==> src/hw/rtl/idll_pkg.sv <==
// shared constants and types for the linked list engine
package idll_pkg;

   localparam int NodeCountDefault = 64;

   // request codes
   localparam logic [2:0] REQ_INS_HEAD  = 3'd0;
   localparam logic [2:0] REQ_INS_TAIL  = 3'd1;
   localparam logic [2:0] REQ_INS_AFTER = 3'd2;
   localparam logic [2:0] REQ_DELETE    = 3'd3;
   localparam logic [2:0] REQ_SEARCH    = 3'd4;

   // status codes
   localparam logic [1:0] ST_OK        = 2'd0;
   localparam logic [1:0] ST_FULL      = 2'd1;
   localparam logic [1:0] ST_NOT_FOUND = 2'd2;
   localparam logic [1:0] ST_BAD_POS   = 2'd3;

   // memory write request from the sequencer
   typedef struct packed {
      logic fwd_we;
      logic bwd_we;
      logic val_we;
   } wr_en_type;

endpackage

==> src/hw/rtl/indexed_doubly_linked_list_engine_top.sv <==
// Linked list engine over a pool of NodeCount nodes held in memories with
// registered reads. After reset a clearing pass rebuilds the free chain, and
// no item is accepted until it ends. One request is served at a time. Tail
// insert, positional insert, delete and search walk the chain node by node,
// each step a link read (S_WALK) followed by evaluation of the read data
// (S_WWAIT). The result is held in an output register, and the next item is
// taken while it waits.
module indexed_doubly_linked_list_engine_top #(
   parameter int NodeCount = idll_pkg::NodeCountDefault,
   localparam int Aw = $clog2(NodeCount),
   localparam int Lw = $clog2(NodeCount + 1)
) (
   input  logic               clock,
   input  logic               reset,
   input  logic               req_valid,
   output logic               req_ready,
   input  logic [2:0]         req_type,
   input  logic signed [31:0] req_item_value,
   input  logic [Lw-1:0]      req_list_position,
   output logic               rsp_valid,
   input  logic               rsp_ready,
   output logic [1:0]         rsp_status,
   output logic [Aw-1:0]      rsp_node_index
);
   localparam logic [Lw-1:0] Nil = Lw'(NodeCount);

   localparam logic [3:0] S_IDLE  = 4'd0;
   localparam logic [3:0] S_FREAD = 4'd1; // read free head node
   localparam logic [3:0] S_WALK  = 4'd2; // read cur node
   localparam logic [3:0] S_WWAIT = 4'd3; // evaluate cur data
   localparam logic [3:0] S_W1    = 4'd4;
   localparam logic [3:0] S_W2    = 4'd5;
   localparam logic [3:0] S_W3    = 4'd6;
   localparam logic [3:0] S_DONE  = 4'd7;
   localparam logic [3:0] S_FWAIT = 4'd8;

   logic [3:0]    state_ff, state_in;
   logic [2:0]    op_ff, op_in;
   logic [31:0]   val_ff, val_in;
   logic [Lw-1:0] pos_ff, pos_in;
   logic [Lw-1:0] head_ff, head_in, free_ff, free_in;
   logic [Lw-1:0] cur_ff, cur_in, cnt_ff, cnt_in;
   logic [Lw-1:0] nfree_ff, nfree_in;   // next of free head
   logic [Lw-1:0] cfwd_ff, cfwd_in, cbwd_ff, cbwd_in;
   logic [1:0]    st_ff, st_in;
   logic [Aw-1:0] idx_ff, idx_in;
   logic          ov_ff, ov_in;
   logic [1:0]    ost_ff, ost_in;
   logic [Aw-1:0] oidx_ff, oidx_in;

   idll_pkg::wr_en_type wr_en;
   logic [Aw-1:0] wr_addr, rd_addr;
   logic [Lw-1:0] wr_fwd, wr_bwd, rd_fwd, rd_bwd, rd_fwd_n, rd_bwd_n;
   logic [31:0]   rd_val;
   logic          init_done;
   logic          fire;

   function automatic logic [Lw-1:0] norm(input logic [Lw-1:0] x);
      return (x < Nil) ? x : Nil;
   endfunction

   idll_mem #(.NodeCount(NodeCount)) u_mem (
      .clock(clock), .reset(reset), .wr_en(wr_en), .wr_addr(wr_addr),
      .wr_fwd(wr_fwd), .wr_bwd(wr_bwd), .wr_val(val_ff), .rd_addr(rd_addr),
      .rd_fwd(rd_fwd), .rd_bwd(rd_bwd), .rd_val(rd_val), .init_done(init_done)
   );

   assign rd_fwd_n  = norm(rd_fwd);
   assign rd_bwd_n  = norm(rd_bwd);
   assign req_ready = (state_ff == S_IDLE) && init_done;
   assign fire      = req_valid && req_ready;
   assign rsp_valid      = ov_ff;
   assign rsp_status     = ost_ff;
   assign rsp_node_index = oidx_ff;

   // request sequencer
   always_comb begin
      state_in = state_ff; op_in = op_ff; val_in = val_ff; pos_in = pos_ff;
      head_in = head_ff; free_in = free_ff; cur_in = cur_ff; cnt_in = cnt_ff;
      nfree_in = nfree_ff; cfwd_in = cfwd_ff; cbwd_in = cbwd_ff;
      st_in = st_ff; idx_in = idx_ff;
      ov_in = ov_ff && !rsp_ready; ost_in = ost_ff; oidx_in = oidx_ff;
      wr_en = '0; wr_addr = cur_ff[Aw-1:0]; wr_fwd = Nil; wr_bwd = Nil;
      rd_addr = cur_ff[Aw-1:0];
      unique case (state_ff)
         S_IDLE: begin
            if (fire) begin
               op_in  = req_type;
               val_in = req_item_value;
               pos_in = (req_list_position == '0) ? Lw'(1) : req_list_position;
               st_in  = idll_pkg::ST_OK;
               idx_in = '0;
               cur_in = head_ff;
               cnt_in = Lw'(1);
               if (req_type <= idll_pkg::REQ_INS_AFTER && free_ff == Nil) begin
                  st_in = idll_pkg::ST_FULL;
                  state_in = S_DONE;
               end else if (req_type > idll_pkg::REQ_SEARCH) begin
                  st_in = idll_pkg::ST_BAD_POS;
                  state_in = S_DONE;
               end else if (req_type <= idll_pkg::REQ_INS_AFTER) begin
                  state_in = S_FREAD;
               end else if (head_ff == Nil) begin
                  st_in = idll_pkg::ST_NOT_FOUND;
                  state_in = S_DONE;
               end else begin
                  state_in = S_WALK;
               end
            end
         end
         S_FREAD: begin
            rd_addr  = free_ff[Aw-1:0];
            state_in = S_FWAIT;
         end
         S_FWAIT: begin
            nfree_in = rd_fwd_n;
            idx_in   = free_ff[Aw-1:0];
            if (op_ff == idll_pkg::REQ_INS_HEAD) begin
               state_in = S_W1;
            end else if (head_ff == Nil) begin
               if (op_ff == idll_pkg::REQ_INS_TAIL) begin
                  state_in = S_W1;
               end else begin
                  st_in = idll_pkg::ST_BAD_POS;
                  state_in = S_DONE;
               end
            end else begin
               state_in = S_WALK;
            end
         end
         S_WALK: begin
            state_in = S_WWAIT;
         end
         S_WWAIT: begin
            cfwd_in = rd_fwd_n;
            cbwd_in = rd_bwd_n;
            state_in = S_WALK;
            cur_in = rd_fwd_n;
            cnt_in = cnt_ff + Lw'(1);
            priority case (op_ff)
               idll_pkg::REQ_INS_TAIL: begin
                  if (rd_fwd_n == Nil || cnt_ff == Nil) begin
                     cur_in = cur_ff; state_in = S_W1;
                  end
               end
               idll_pkg::REQ_INS_AFTER: begin
                  if (cnt_ff >= pos_ff) begin
                     cur_in = cur_ff; state_in = S_W1;
                  end else if (rd_fwd_n == Nil) begin
                     st_in = idll_pkg::ST_BAD_POS; state_in = S_DONE;
                  end
               end
               default: begin
                  if (rd_val == val_ff) begin
                     cur_in = cur_ff;
                     idx_in = cur_ff[Aw-1:0];
                     state_in = (op_ff == idll_pkg::REQ_DELETE) ? S_W1 : S_DONE;
                  end else if (rd_fwd_n == Nil || cnt_ff == Nil) begin
                     st_in = idll_pkg::ST_NOT_FOUND; state_in = S_DONE;
                  end
               end
            endcase
         end
         S_W1: begin
            state_in = S_W2;
            priority case (op_ff)
               idll_pkg::REQ_INS_HEAD: begin
                  wr_en = '{fwd_we: 1'b1, bwd_we: 1'b1, val_we: 1'b1};
                  wr_addr = idx_ff; wr_fwd = head_ff; wr_bwd = Nil;
                  free_in = nfree_ff;
               end
               idll_pkg::REQ_INS_TAIL: begin
                  wr_en = '{fwd_we: 1'b1, bwd_we: 1'b1, val_we: 1'b1};
                  wr_addr = idx_ff; wr_fwd = Nil;
                  wr_bwd = (head_ff == Nil) ? Nil : cur_ff;
                  free_in = nfree_ff;
                  if (head_ff == Nil) begin
                     head_in = Lw'(idx_ff);
                     state_in = S_DONE;
                  end
               end
               idll_pkg::REQ_INS_AFTER: begin
                  wr_en = '{fwd_we: 1'b1, bwd_we: 1'b1, val_we: 1'b1};
                  wr_addr = idx_ff; wr_fwd = cfwd_ff; wr_bwd = cur_ff;
                  free_in = nfree_ff;
               end
               default: begin
                  // delete: unlink from predecessor or head
                  if (cbwd_ff != Nil) begin
                     wr_en.fwd_we = 1'b1;
                     wr_addr = cbwd_ff[Aw-1:0]; wr_fwd = cfwd_ff;
                  end else begin
                     head_in = cfwd_ff;
                  end
               end
            endcase
         end
         S_W2: begin
            state_in = S_W3;
            priority case (op_ff)
               idll_pkg::REQ_INS_HEAD: begin
                  if (head_ff != Nil) begin
                     wr_en.bwd_we = 1'b1;
                     wr_addr = head_ff[Aw-1:0]; wr_bwd = Lw'(idx_ff);
                  end
                  head_in = Lw'(idx_ff);
                  state_in = S_DONE;
               end
               idll_pkg::REQ_INS_TAIL, idll_pkg::REQ_INS_AFTER: begin
                  wr_en.fwd_we = 1'b1;
                  wr_addr = cur_ff[Aw-1:0]; wr_fwd = Lw'(idx_ff);
                  if (op_ff == idll_pkg::REQ_INS_TAIL) state_in = S_DONE;
               end
               default: begin
                  if (cfwd_ff != Nil) begin
                     wr_en.bwd_we = 1'b1;
                     wr_addr = cfwd_ff[Aw-1:0]; wr_bwd = cbwd_ff;
                  end
               end
            endcase
         end
         S_W3: begin
            state_in = S_DONE;
            if (op_ff == idll_pkg::REQ_INS_AFTER) begin
               if (cfwd_ff != Nil) begin
                  wr_en.bwd_we = 1'b1;
                  wr_addr = cfwd_ff[Aw-1:0]; wr_bwd = Lw'(idx_ff);
               end
            end else begin
               // delete: push node onto free chain
               wr_en.fwd_we = 1'b1; wr_en.bwd_we = 1'b1;
               wr_addr = cur_ff[Aw-1:0]; wr_fwd = free_ff; wr_bwd = Nil;
               free_in = cur_ff;
            end
         end
         S_DONE: begin
            if (!ov_ff || rsp_ready) begin
               ov_in = 1'b1;
               ost_in = st_ff;
               oidx_in = (st_ff == idll_pkg::ST_OK) ? idx_ff : '0;
               state_in = S_IDLE;
            end
         end
         default: state_in = S_IDLE;
      endcase
   end

   // control registers
   always_ff @(posedge clock) begin
      if (reset) begin
         state_ff <= S_IDLE;
         head_ff  <= Nil;
         free_ff  <= '0;
         ov_ff    <= 1'b0;
      end else begin
         state_ff <= state_in;
         head_ff  <= head_in;
         free_ff  <= free_in;
         ov_ff    <= ov_in;
      end
   end

   // payload registers
   always_ff @(posedge clock) begin
      op_ff <= op_in; val_ff <= val_in; pos_ff <= pos_in;
      cur_ff <= cur_in; cnt_ff <= cnt_in; nfree_ff <= nfree_in;
      cfwd_ff <= cfwd_in; cbwd_ff <= cbwd_in; st_ff <= st_in; idx_ff <= idx_in;
      ost_ff <= ost_in; oidx_ff <= oidx_in;
   end
endmodule

==> src/hw/rtl/idll_mem.sv <==
// node storage: values, forward links, backward links
module idll_mem #(
   parameter int NodeCount = idll_pkg::NodeCountDefault,
   localparam int Aw = $clog2(NodeCount),
   localparam int Lw = $clog2(NodeCount + 1)
) (
   input  logic                clock,
   input  logic                reset,
   input  idll_pkg::wr_en_type wr_en,
   input  logic [Aw-1:0]       wr_addr,
   input  logic [Lw-1:0]       wr_fwd,
   input  logic [Lw-1:0]       wr_bwd,
   input  logic [31:0]         wr_val,
   input  logic [Aw-1:0]       rd_addr,
   output logic [Lw-1:0]       rd_fwd,
   output logic [Lw-1:0]       rd_bwd,
   output logic [31:0]         rd_val,
   output logic                init_done
);
   logic [Lw-1:0] fwd_mem [NodeCount];
   logic [Lw-1:0] bwd_mem [NodeCount];
   logic [31:0]   val_mem [NodeCount];
   logic [Lw-1:0] init_cnt_ff;
   logic [Lw-1:0] init_cnt_in;
   logic          init_run;

   assign init_run    = (init_cnt_ff != Lw'(NodeCount));
   assign init_done   = !init_run;
   assign init_cnt_in = init_run ? init_cnt_ff + Lw'(1) : init_cnt_ff;

   // clearing pass counter
   always_ff @(posedge clock) begin
      if (reset) begin
         init_cnt_ff <= '0;
      end else begin
         init_cnt_ff <= init_cnt_in;
      end
   end

   // forward links: init pass writes i -> i+1
   always_ff @(posedge clock) begin
      if (init_run) begin
         fwd_mem[init_cnt_ff[Aw-1:0]] <= init_cnt_ff + Lw'(1);
      end else if (wr_en.fwd_we) begin
         fwd_mem[wr_addr] <= wr_fwd;
      end
      rd_fwd <= fwd_mem[rd_addr];
   end

   // backward links
   always_ff @(posedge clock) begin
      if (wr_en.bwd_we) begin
         bwd_mem[wr_addr] <= wr_bwd;
      end
      rd_bwd <= bwd_mem[rd_addr];
   end

   // values
   always_ff @(posedge clock) begin
      if (wr_en.val_we) begin
         val_mem[wr_addr] <= wr_val;
      end
      rd_val <= val_mem[rd_addr];
   end
endmodule

==> config.mk <==
export PLATFORM = sky130hd
export DESIGN_NAME = indexed_doubly_linked_list_engine_top
export DESIGN_NICKNAME = d
export VERILOG_FILES = /design/src/hw/rtl/idll_pkg.sv /design/src/hw/rtl/indexed_doubly_linked_list_engine_top.sv /design/src/hw/rtl/idll_mem.sv
export SDC_FILE = /design/constraint.sdc
export NUM_CORES = 2
export LEC_CHECK = 0
export ABC_AREA = 1
export BUFFER_PORTS_ARGS = -buffer_cell sky130_fd_sc_hd__buf_4
export CORE_AREA = 2 2 506 508
export DETAILED_ROUTE_END_ITERATION = 12
export DIE_AREA = 0 0 508 510
export PLACE_DENSITY = 0.66
export SLEW_MARGIN = 5
export SYNTH_ARGS = -nofsm -noshare
export SYNTH_HDL_FRONTEND = slang
export SYNTH_SLANG_ARGS = --single-unit
==> constraint.sdc <==
create_clock -name clock -period 6.8 [get_ports clock]
set_clock_uncertainty 0.1 [all_clocks]
set_input_delay 0.68 -clock clock [delete_from_list [all_inputs] [get_ports clock]]
set_output_delay 0.68 -clock clock [all_outputs]
set_load 0.005 [all_outputs]
==> flow_metrics.py <==
metrics = {
    "outcome": {
        "status": "finished, final reports clean",
    },
    "layout": {
        "fin_util_pct": 56.5,
        "syn_to_final_growth_pct": 11.2,
        "fin_cells": 15100,
        "layout.nets": 11500,
        "fillers": 20600,
        "drive_gt1_share_pct": 7.46,
        "stdcell_area_um2": 143000,
    },
    "logic_synthesis": {
        "synth_xor_area_share_pct": 0.156,
        "synth-simple-area-share_pct": 21.0,
        "synth_area_leader_cell": "edfxtp_1",
        "ys_warn_count": 0,
        "syn_area_um2": 129000,
        "synth_top_family_by_area": "simple AND/OR/NAND/NOR gates",
        "synth_mux_area_share_pct": 0,
        "syn_inst": 11500,
        "synth-seq-cells": 3109,
        "synth_edf_count": 3037,
        "syn_area_per_cell_um2": 11.2,
        "ys_async_sr_fraction_pct": 0,
        "synthDistinctLibCells": 49,
        "synth-compound-area-share_pct": 3.49,
        "synthAdderAreaFrac_pct": 0.107,
        "synth_fp_nets": 11600,
        "synth_area_leaders": "edfxtp_1, nand2_1, nand3_1, o211ai_1, clkbuf_1",
        "synth_ff_type": "edfxtp_1",
        "synth_top_area_share_pct": 70.8,
        "yosysSeqAreaShare_pct": 71.9,
    },
    "setup_path": {
        "worstSetupEndpointType": "flip-flop",
        "rrSetupSlack_ns": 2.36,
        "path_class": "reg2reg",
        "rr_worst_depth": 10,
        "crit_family": "simple AND/OR/NAND/NOR gates",
        "critPathMaxStageDelay_ns": 1.04,
        "crit_chain": "inv_1, nand2_2, inv_1, nand2_2, nor2_1, clkinv_2, nand2_1, a211oi_4, buf_4, nor3_1",
        "timing.rr.end": "u_mem.bwd_mem[52][3]",
        "slowest_stage": "nor3_1",
        "r2r_start": "state_ff[3]",
        "start_kind": "flip-flop",
        "required_ns": 7.25,
        "endpoint": "u_mem.bwd_mem[52][3]",
        "critPathMaxFanout": 64,
        "startpoint": "state_ff[3]",
        "critical_path_depth": 10,
        "crit_arrival_ns": 4.89,
        "crit_buf_inv": 4,
    },
    "floorplanning": {
        "initial_core_util_pct": 50.8,
        "ioPinCount": 56,
        "die_height_um": 510,
        "die_w_um": 508,
        "core_um2": 253000,
        "dieArea_um2": 259000,
        "rows": 185,
    },
    "placement": {
        "placed_area_um2": 133000,
        "dp_hpwl_um": 191000,
        "dpl.cell_count": 14500,
        "port_buffers": 55,
        "gp_congestion": 0.892,
    },
    "pwr": {
        "finalPower_mw": 44.5,
        "ir_worst_vdd_mv": 0.314,
        "powerDensity_nw_per_um2": 311,
        "p_leak_nw": 53.0,
    },
    "grt": {
        "grt_pass1_vias": 83200,
        "grt_max_degree": 188,
        "track_usage_pct": 27.3,
        "grt_pass1_wl_um": 529000,
        "grt_antenna_before_repair": 9,
        "grt-ovfl-total": 0,
    },
    "clock_tree": {
        "cts_root_buf": "clkbuf_16",
        "cts_tree": "yes",
        "cts_sinks": 3109,
        "clk_path_buf_depth": 4,
        "cts_buffers": 323,
        "htreeDepth": 5,
        "insertion_delay_ns": 0.97,
        "cts_resized": 0,
        "clk_pin_slew_ns": 0.06,
    },
    "drt": {
        "drtIter0Drc": 10900,
        "drtAntennaViolNets": 0,
        "viasPerCell": 5.77,
        "wl_um": 359000,
        "dr_total_vias": 86900,
        "drc_errors": 0,
        "avgRoutedWirePerCell_um": 23.8,
        "drt_first_pass_iters": 6,
    },
    "job": {
        "cap_violations": 0,
    },
    "timing": {
        "period_needed_ns": 4.44,
        "finalHoldViolCount": 0,
        "fin_crit_sh_pct": 65.3,
        "tightest_slew_ns": 1.17,
        "setup_viol": 0,
        "setup_tns_ns": 0,
        "slew_viol_final": 0,
        "fmax_ghz": 0.225,
        "rsz0062_at_grt": "no",
        "slew_headroom_pct": 21.4,
    },
    "worst_hold_path": {
        "hp-class": "in2reg",
    },
}
==> cells in the mapped netlist (all sizes together), types with 2 or more instances <==
cell type and n:
o22ai 8, clkbuf 389, o31ai 2, nor3 125, nand3b 2, buf 297, xor2 3, o211ai 402
or2 45, o41ai 2, a211oi 5, o311ai 6, edfxtp 3037, xnor2 20, ha 11, a31oi 15
nand4 14, a21oi 31, nand2 4788, nor4b 2, nor2 320, o21ai 193, nor4 2, nor3b 3
inv 395, dfxtp 72, a221oi 2, nand3 1315
==> layout make-up <==
class / count / area (µm²) / area share (%)
well taps: 3366 / 4210 / 2.94
repair buffers: 303 / 2810 / 1.96
clock buffers: 414 / 8630 / 6.02
multi-input cells: 7323 / 32400 / 22.6
inverters: 395 / 1510 / 1.05
clock inverters: 144 / 1130 / 0.786
flip-flops and latches: 3109 / 92600 / 64.6
diodes: 2 / 5.00 / 0.00349
==> flip-flops by register name (all words and copies together) (netlist names), 32 cells and up <==
register / cells
u_mem.rd_val: 32
u_mem.bwd_mem: 448
val_ff: 32
u_mem.fwd_mem: 448
u_mem.val_mem: 2048
==> logic make-up (layout without fill, tap and decap cells) <==
family / count (synthesis) / in the layout
other: 0 / 2
xor gates and xnor gates: 23 / 23
and+or+nand+nor: 6618 / 6618
AOI/OAI and AO/OA: 671 / 671
DFF: 3109 / 3109
adders and majority gates: 11 / 11
buffers and inverters: 1081 / 1256
==> cell usage in the layout (no fill, tap or decap), types with 5 or more instances in the layout <==
master,instances
a21oi_1,28
a31oi_1,13
buf_12,34
buf_4,224
bufinv_16,17
clkbuf_1,78
clkbuf_16,330
clkbuf_8,6
clkinv_1,61
clkinv_2,53
clkinvlp_4,5
dfxtp_1,72
dlygate4sd3_1,45
edfxtp_1,3037
ha_1,11
inv_1,375
inv_2,14
inv_6,6
nand2_1,4769
nand2_2,17
nand3_1,1301
nand3_2,14
nand4_1,14
nor2_1,303
nor2_2,5
nor2_4,12
nor3_1,67
nor3_2,58
o211ai_1,402
o21ai_0,182
o21ai_4,9
o22ai_1,8
or2_2,45
xnor2_1,20
==> worst reg2reg max path: cells and delay by family, from the launching register on <==
family	cells	cell delay, ns
buffers and inverters	4	1.20
and+or+nand+nor	5	2.38
DFF	1	0.33
AOI/OAI and AO/OA	1	0.08
==> metal layers <==
metal | track usage (%) | part of all wire (%)
met5 | 0 | 0.0067
met4 | 9.89 | 3.4
met3 | 5.64 | 10
met2 | 42.0 | 45
met1 | 38.6 | 41
==> where the power goes <==
group	internal [mW]	total [mW]	switching, mW
sequential	21.1	21.3	0.176
clock	9.57	16.7	7.09
combinational	1.68	6.56	4.88
total	32.4	44.5	12.1
==> worst min path at each step <==
stage                                  start       endpoint  depth (start not counted)
after floorplan                     st_ff[0]  rsp_status[0]                          0
after global placement              st_ff[0]  rsp_status[0]                          0
after detailed placement            st_ff[0]  rsp_status[0]                          0
after CTS                 req_item_value[12]     val_ff[12]                          2
after global routing      req_item_value[13]     val_ff[13]                          2
final                              req_valid      cnt_ff[6]                          3
==> timing repair <==
action / in CTS / in global routing
hold endpoints to repair: 54 / 0
hold buffers: 45 / 0
setup buffers: 0 / 0
==> stage by stage <==
stage	hold slack [ns]	setup WS (ns)
floorplan	0.317	0.501
global placement	0.328	2.40
detailed placement	0.331	2.28
CTS	0.258	2.29
global route	0.296	1.99
finish	0.310	2.36
Note: power is estimated with default switching activity, not from simulation.
